File: src/fan_speed_level_selector_unit_defines.svh
// assertion macros for the fan speed level selector
// no dependencies; included by the top level ahead of its assertions
`ifndef FAN_SPEED_LEVEL_SELECTOR_UNIT_DEFINES_SVH
`define FAN_SPEED_LEVEL_SELECTOR_UNIT_DEFINES_SVH

// condition must hold at the same edge as the trigger
`define FSLS_ASSERT_SAME(label, trig, cond) \
  label: assert property (@(posedge clk) disable iff (!rst_n) (trig) |-> (cond)) \
    else $error("fsls check failed: same-cycle condition");

// condition must hold in the cycle after the trigger
`define FSLS_ASSERT_NEXT(label, trig, cond) \
  label: assert property (@(posedge clk) disable iff (!rst_n) (trig) |=> (cond)) \
    else $error("fsls check failed: next-cycle condition");

`endif

File: src/fsls_pkg.sv
// shared types and constants for the fan speed level selector
// no dependencies; imported by fsls_level_sel, the top level and the bench
package fsls_pkg;

  // sample window, depth must be a power of two
  localparam int WINDOW_DEPTH = 8;
  localparam int WIN_LOG2     = $clog2(WINDOW_DEPTH);
  localparam int SAMPLE_W     = 8;
  localparam int SUM_W        = SAMPLE_W + WIN_LOG2;

  // level table
  localparam int NUM_CFG_LEVELS = 4;
  localparam int NUM_LEVELS     = 4;
  localparam int LVL_W          = 3;
  localparam int LVL_IDX_W      = $clog2(NUM_CFG_LEVELS);
  localparam int HYSTERESIS     = 3;

  // configuration port
  localparam int CFG_IDX_W = 3;
  localparam int CFG_DATA_W = 8;

  typedef logic [SAMPLE_W-1:0] byte_t;
  typedef logic [LVL_W-1:0]    level_t;
  typedef byte_t               lvl_tab_t [NUM_CFG_LEVELS];

  typedef enum logic [CFG_IDX_W-1:0] {
    CFG_THRESHOLD_0 = 3'd0,
    CFG_THRESHOLD_1 = 3'd1,
    CFG_THRESHOLD_2 = 3'd2,
    CFG_THRESHOLD_3 = 3'd3,
    CFG_DUTY_0      = 3'd4,
    CFG_DUTY_1      = 3'd5,
    CFG_DUTY_2      = 3'd6,
    CFG_DUTY_3      = 3'd7
  } cfg_idx_t;

  localparam lvl_tab_t THR_RESET  = '{8'd93, 8'd104, 8'd116, 8'd163};
  localparam lvl_tab_t DUTY_RESET = '{8'd190, 8'd210, 8'd230, 8'd255};

endpackage

File: src/fsls_level_sel.sv
// level selection with downward hysteresis
// depends on fsls_pkg
module fsls_level_sel
  import fsls_pkg::*;
(
  input  byte_t    mean,
  input  level_t   cur_level,
  input  lvl_tab_t thr,
  output level_t   next_level
);

  logic                 en;
  level_t               best;
  logic [LVL_IDX_W-1:0] cur_idx;
  level_t               cur_m1;
  byte_t                cur_thr;
  logic                 hold;

  // highest enabled level whose threshold the mean reaches
  always_comb begin
    en   = 1'b1;
    best = '0;
    for (int i = 0; i < NUM_LEVELS; i++) begin
      en = en & (thr[i] != '0);
      if (en && (mean >= thr[i])) begin
        best = LVL_W'(i + 1);
      end
    end
  end

  // refuse a drop while the current threshold is within the hysteresis band
  assign cur_m1  = cur_level - level_t'(1);
  assign cur_idx = cur_m1[LVL_IDX_W-1:0];
  assign cur_thr = thr[cur_idx];
  assign hold    = (best < cur_level) &&
                   ({1'b0, cur_thr} < ({1'b0, mean} + (SAMPLE_W+1)'(HYSTERESIS)));

  assign next_level = hold ? cur_level : best;

endmodule

File: src/fan_speed_level_selector_unit.sv
// Fan speed level selector. Each accepted word carries one 8-bit temperature
// sample; the last 8 samples (zero after reset) form a moving window whose
// truncated mean picks the highest enabled fan level whose threshold it
// reaches, with a 3-code hysteresis band on the way down. One result word (level,
// duty, mean) comes out per sample, registered in the cycle after acceptance;
// a new sample is taken every cycle unless the output stalls, since the running
// sum, the four threshold compares and the hysteresis check all sit between the
// sample window and the output register. The user must write thresholds and
// duties through the cfg port only while no sample is in flight (not enforced).
// depends on fsls_pkg, fsls_level_sel and fan_speed_level_selector_unit_defines.svh
`include "fan_speed_level_selector_unit_defines.svh"

module fan_speed_level_selector_unit
  import fsls_pkg::*;
(
  input  logic                  clk,
  input  logic                  rst_n,
  input  logic                  in_valid,
  output logic                  in_ready,
  input  logic [SAMPLE_W-1:0]   in_sample,
  output logic                  out_valid,
  input  logic                  out_ready,
  output logic [LVL_W-1:0]      out_level,
  output logic [SAMPLE_W-1:0]   out_fan_duty,
  output logic [SAMPLE_W-1:0]   out_mean_value,
  input  logic                  cfg_we,
  input  logic [CFG_IDX_W-1:0]  cfg_idx,
  input  logic [CFG_DATA_W-1:0] cfg_wdata
);

  lvl_tab_t   thr_r;
  lvl_tab_t   duty_r;
  byte_t      win_r [WINDOW_DEPTH];
  logic [SUM_W-1:0] sum_r, sum_nxt;
  level_t     level_r, level_nxt;
  byte_t      duty_out_r, duty_out_nxt;
  byte_t      mean_r, mean_nxt;
  logic       out_valid_r;
  logic       in_fire;
  level_t     lvl_m1;

  assign in_ready = !out_valid_r || out_ready;
  assign in_fire  = in_valid && in_ready;

  // configuration registers
  always_ff @(posedge clk) begin
    if (!rst_n) begin
      thr_r  <= THR_RESET;
      duty_r <= DUTY_RESET;
    end else if (cfg_we) begin
      case (cfg_idx_t'(cfg_idx))
        CFG_THRESHOLD_0: thr_r[0]  <= cfg_wdata;
        CFG_THRESHOLD_1: thr_r[1]  <= cfg_wdata;
        CFG_THRESHOLD_2: thr_r[2]  <= cfg_wdata;
        CFG_THRESHOLD_3: thr_r[3]  <= cfg_wdata;
        CFG_DUTY_0:      duty_r[0] <= cfg_wdata;
        CFG_DUTY_1:      duty_r[1] <= cfg_wdata;
        CFG_DUTY_2:      duty_r[2] <= cfg_wdata;
        CFG_DUTY_3:      duty_r[3] <= cfg_wdata;
        default: ;
      endcase
    end
  end

  // running sum: drop the oldest sample, add the new one
  assign sum_nxt  = sum_r - SUM_W'(win_r[WINDOW_DEPTH-1]) + SUM_W'(in_sample);
  assign mean_nxt = sum_nxt[SUM_W-1:WIN_LOG2];

  // level decision
  fsls_level_sel u_level_sel (
    .mean       (mean_nxt),
    .cur_level  (level_r),
    .thr        (thr_r),
    .next_level (level_nxt)
  );

  // duty of the chosen level, zero when off
  assign lvl_m1       = level_nxt - level_t'(1);
  assign duty_out_nxt = (level_nxt == '0) ? '0 : duty_r[lvl_m1[LVL_IDX_W-1:0]];

  // sample window as a shift line, newest at tap 0
  always_ff @(posedge clk) begin
    if (!rst_n) begin
      for (int i = 0; i < WINDOW_DEPTH; i++) begin
        win_r[i] <= '0;
      end
      sum_r   <= '0;
      level_r <= '0;
    end else if (in_fire) begin
      win_r[0] <= in_sample;
      for (int i = 1; i < WINDOW_DEPTH; i++) begin
        win_r[i] <= win_r[i-1];
      end
      sum_r   <= sum_nxt;
      level_r <= level_nxt;
    end
  end

  // output register
  always_ff @(posedge clk) begin
    if (!rst_n) begin
      out_valid_r <= 1'b0;
    end else if (in_fire) begin
      out_valid_r <= 1'b1;
    end else if (out_ready) begin
      out_valid_r <= 1'b0;
    end
  end

  always_ff @(posedge clk) begin
    if (in_fire) begin
      duty_out_r <= duty_out_nxt;
      mean_r     <= mean_nxt;
    end
  end

  assign out_valid      = out_valid_r;
  assign out_level      = level_r;
  assign out_fan_duty   = duty_out_r;
  assign out_mean_value = mean_r;

  // checks
  `FSLS_ASSERT_SAME(a_level_range, 1'b1, level_r <= LVL_W'(NUM_LEVELS))
  `FSLS_ASSERT_SAME(a_off_no_duty, out_valid_r && (level_r == '0), duty_out_r == '0)
  `FSLS_ASSERT_NEXT(a_fire_gives_out, in_fire, out_valid_r)
  `FSLS_ASSERT_NEXT(a_mean_matches_sum, in_fire, mean_r == sum_r[SUM_W-1:WIN_LOG2])

endmodule

File: config.mk
export PLATFORM = sky130hd
export DESIGN_NAME = fan_speed_level_selector_unit
export DESIGN_NICKNAME = d
export VERILOG_FILES = /design/src/fsls_pkg.sv /design/src/fsls_level_sel.sv /design/src/fan_speed_level_selector_unit.sv
export VERILOG_INCLUDE_DIRS = /design/src /design/src/src
export SDC_FILE = /design/constraint.sdc
export NUM_CORES = 1
export LEC_CHECK = 0
export BUFFER_PORTS_ARGS = -buffer_cell sky130_fd_sc_hd__clkbuf_2
export CORE_ASPECT_RATIO = 1.2
export CORE_MARGIN = 2
export CORE_UTILIZATION = 29
export CTS_BUF_LIST = sky130_fd_sc_hd__clkbuf_16
export CTS_CLUSTER_DIAMETER = 120
export DETAILED_ROUTE_END_ITERATION = 8
export HOLD_SLACK_MARGIN = 0.06
export PLACE_DENSITY = 0.53
export SETUP_SLACK_MARGIN = 0.1
export SKIP_CTS_REPAIR_TIMING = 1
export SLEW_MARGIN = 40
export SYNTH_ARGS = -nofsm -noshare
export SYNTH_HDL_FRONTEND = slang
export SYNTH_SLANG_ARGS = --single-unit
File: constraint.sdc
create_clock -name clk -period 8 [get_ports clk]
set_input_delay 0.4 -clock clk [delete_from_list [all_inputs] [get_ports clk]]
set_output_delay 0.4 -clock clk [all_outputs]
set_load 0.01 [all_outputs]
==> impl_metrics.csv <==
group,metric,value,unit
status,status,"finished, final reports clean",
clocking,cts_tree,"yes",
sta,timing_hold_violations_final,0,
sta,min_period_over_period,83.5,%
floorplanning,rows,67,
setup_path,critical_path_arrival,6.86,ns
global_route,antenna_found_initial,0,
drt,drc_errors,0,
synth,synth-async-reset-ratio,0,%
drt,routed_wl,20100,µm
drt,maxUsedRoutingLayer,"met4",
global_route,grt_pass1_wl,32100,µm
final_layout,antenna_cells,0,
placement,placed_area,0.00879,mm²
drt,drt_first_iter_violations,428,
setup_path,path_class,"reg2reg",
setup_path,critical_path.endpoint_type,"flop",
final_layout,final_common_cell,"nand2_1",
drt,dr.pass1.iters,4,
drt,detail-route-antenna-nets,0,
setup_path,reg2reg_to,"out_fan_duty[3]",
drt,route.met2.wl,9620,µm
setup_path,cp-start-kind,"flop",
floorplanning,start_util,29.5,%
floorplanning,die_h,189,µm
synth,syn_nets,918,
global_route,grt_max_degree,62,
sta,worst_slack,1.32,ns
clocking,insertion_delay,0.43,ns
sta,setup_viol,0,
flow_run,cap_violations,0,
synth,ys_seq_area_share,48.4,%
sta,rsz0062_at_grt,"false",
sta,fmax,150,MHz
setup_path,r2r_slack,1.32,ns
synth,netlist_area,0.00824,mm²
final_layout,final_cell_mix,"nand2_1, edfxtp_1, inv_1, dfxtp_1, ha_1",
sta,finalCriticalPeriod,6.68,ns
drt,viasPerCell,4.68,
final_layout,drive_above_1_share,11.7,%
sta,setup-tns-final,0,ns
sta,slew_violations,0,
synth,synth-seq-cells,159,
setup_path,crit_end,"out_fan_duty[3]",
placement,port_buffers,44,
sta,worst_slew_pin_slew,0.716,ns
placement,dpl.hpwl,14300,µm
final_layout,final_cell_area,0.00937,mm²
global_route,grt_pass1_vias,5875,
sta,finClkSkew,0.0118,ns
floorplanning,die_w,158,µm
clocking,clkSinkCount,159,
floorplanning,core_area,0.0279,mm²
drt,wire_per_inst,16.1,µm
sta,worst_slew_margin_rel,52.1,%
clocking,clk_pin_slew_worst_paths,0.06,ns
synth,avgSynthCellArea,9.90,µm²
global_route,grt_overflow_total,0,
setup_path,reg2reg_depth,20,
synth,yosysWarnings,0,
placement,gp_congestion,0.832,
clocking,clockBufferDepth,2,
global_route,gr-usage-all-layers,14.0,%
drt,via_count,5858,
drt,routed-wl-met3,645,µm
final_layout,instances_no_fill,1251,
clocking,htreeDepth,4,
hold_path,hp-class,"in2reg",
clocking,cts_made_buffers,17,
placement,dp.cells,1219,
clocking,cts_root_buffer,"clkbuf_16",
final_layout,finish.net_count,945,
setup_path,regToRegStartpoint,"win_r[1][26]",
setup_path,cp_data_required_time,8.18,ns
floorplanning,die_area,0.0298,mm²
floorplanning,ios,45,
placement,post-place-ws,1.18,ns
synth,synthesis.instances,832,
final_layout,area_growth_syn_to_layout,13.7,%
drt,drt-met1-wl,9370,µm
synth,synth-main-ff-cell,"edfxtp_1",
setup_path,crit_path_start,"win_r[1][26]",
setup_path,path_max_fanout,8,
synth,synth_edf_count,80,
synth,ys_types,58,
[critical path, cell delays in order, from the launching register on]
cell       delay, ns
edfxtp_1        0.41
fa_1            0.50
inv_1           0.04
ha_1            0.34
nor2b_1         0.16
o2111ai_1       0.42
a31oi_1         0.26
nor2_1          0.62
ha_1            0.36
o211ai_1        0.17
a21oi_1         0.05
o21ai_0         0.38
inv_1           0.15
nor2_1          0.23
ha_1            0.26
o21ai_0         0.36
o21ai_0         0.26
mux2i_1         0.17
ha_1            0.54
mux4_1          0.59
and2_1          0.17
[cells by family (layout without fill, tap and decap cells)]
kind of cell | after synthesis | count (layout) | share of synthesized area, %
AND/OR/NAND/NOR | 331 | 331 | 19.0
XOR/XNOR | 12 | 12 | 1.28
adder cells (fa/ha/maj) | 62 | 62 | 10.1
buffers and inverters | 123 | 163 | 6.05
multiplexers | 18 | 18 | 5.00
flip-flops | 159 | 159 | 48.4
AO/OA/AOI/OAI | 127 | 127 | 10.2
[area by class of cell]
type                            instances  area (µm²)
Sequential cell                       159        3980
Fill cell                            2834       18500
Inverter                               80         300
Tap cell                              379         474
Clock inverter                         15         145
Clock buffer                           17         425
Multi-Input combinational cell        550        3770
Timing Repair Buffer                   51         273
[state kept, by name, indices dropped and copies added, names as in the netlist]
name,flops
thr_r,32
out_fan_duty,8
win_r,64
out_mean_value,8
out_valid,1
sum_r,11
duty_r,32
out_level,3
[stage by stage]
stage,hold slack [ns],util (%)
floorplan,0.432,-
global placement,0.440,31.5
detailed placement,0.446,31.5
CTS,0.193,33.5
global route,0.211,33.6
finish,0.211,33.6
[Yosys cell counts (2+ instances only)]
| library cell | number | area [µm²] |
|---|---|---|
| a2111oi_0 | 2 | 17.5 |
| a211oi_1 | 7 | 52.6 |
| a21boi_0 | 2 | 15.0 |
| a21o_1 | 5 | 37.5 |
| a21oi_1 | 48 | 240 |
| a31oi_1 | 4 | 25.0 |
| a32o_1 | 2 | 20.0 |
| and2_1 | 25 | 156 |
| and3_1 | 41 | 257 |
| buf_1 | 3 | 11.3 |
| buf_6 | 2 | 22.5 |
| clkbuf_1 | 28 | 105 |
| clkbuf_2 | 8 | 40.0 |
| dfxtp_1 | 79 | 1580 |
| edfxtp_1 | 80 | 2400 |
| fa_1 | 8 | 160 |
| ha_1 | 54 | 676 |
| inv_1 | 80 | 300 |
| mux4_1 | 8 | 210 |
| mux4_2 | 8 | 180 |
| nand2_1 | 149 | 559 |
| nand2b_1 | 10 | 62.6 |
| nand3_1 | 39 | 195 |
| nand4_1 | 2 | 12.5 |
| nor2_1 | 30 | 113 |
| nor2b_1 | 4 | 25.0 |
| nor3_1 | 16 | 80.1 |
| nor4_1 | 9 | 56.3 |
| o2111ai_1 | 3 | 26.3 |
| o211ai_1 | 19 | 143 |
| o21a_1 | 4 | 30.0 |
| o21ai_0 | 16 | 80.1 |
| or3_1 | 2 | 12.5 |
| xnor2_1 | 10 | 87.6 |
| xor2_1 | 2 | 17.5 |
[how the worst min path moves through the flow]
| stage | startpoint | to | slack, ns | cells after the start |
|---|---|---|---|---|
| 6_report | in_valid | out_valid | 0.21 | 3 |
| 5_1_grt | in_valid | out_valid | 0.21 | 3 |
| 4_1_cts | in_valid | out_valid | 0.19 | 3 |
| 3_5_place_dp | sum_r[2] | sum_r[2] | 0.45 | 2 |
| 3_3_place_gp | sum_r[2] | sum_r[2] | 0.44 | 2 |
| 2_1_floorplan | duty_r[24] | duty_r[24] | 0.43 | 2 |
[layer usage]
layer / global-route usage [%] / up-vias
li1: - / 2974
met1: 17.9 / 2753
met2: 23.4 / 100
met3: 2.30 / 31
met4: 5.42 / 0
met5: 0 / -
Power is not shown: default switching activity piles up to over one toggle a cycle in this logic, so the estimate is an artifact.
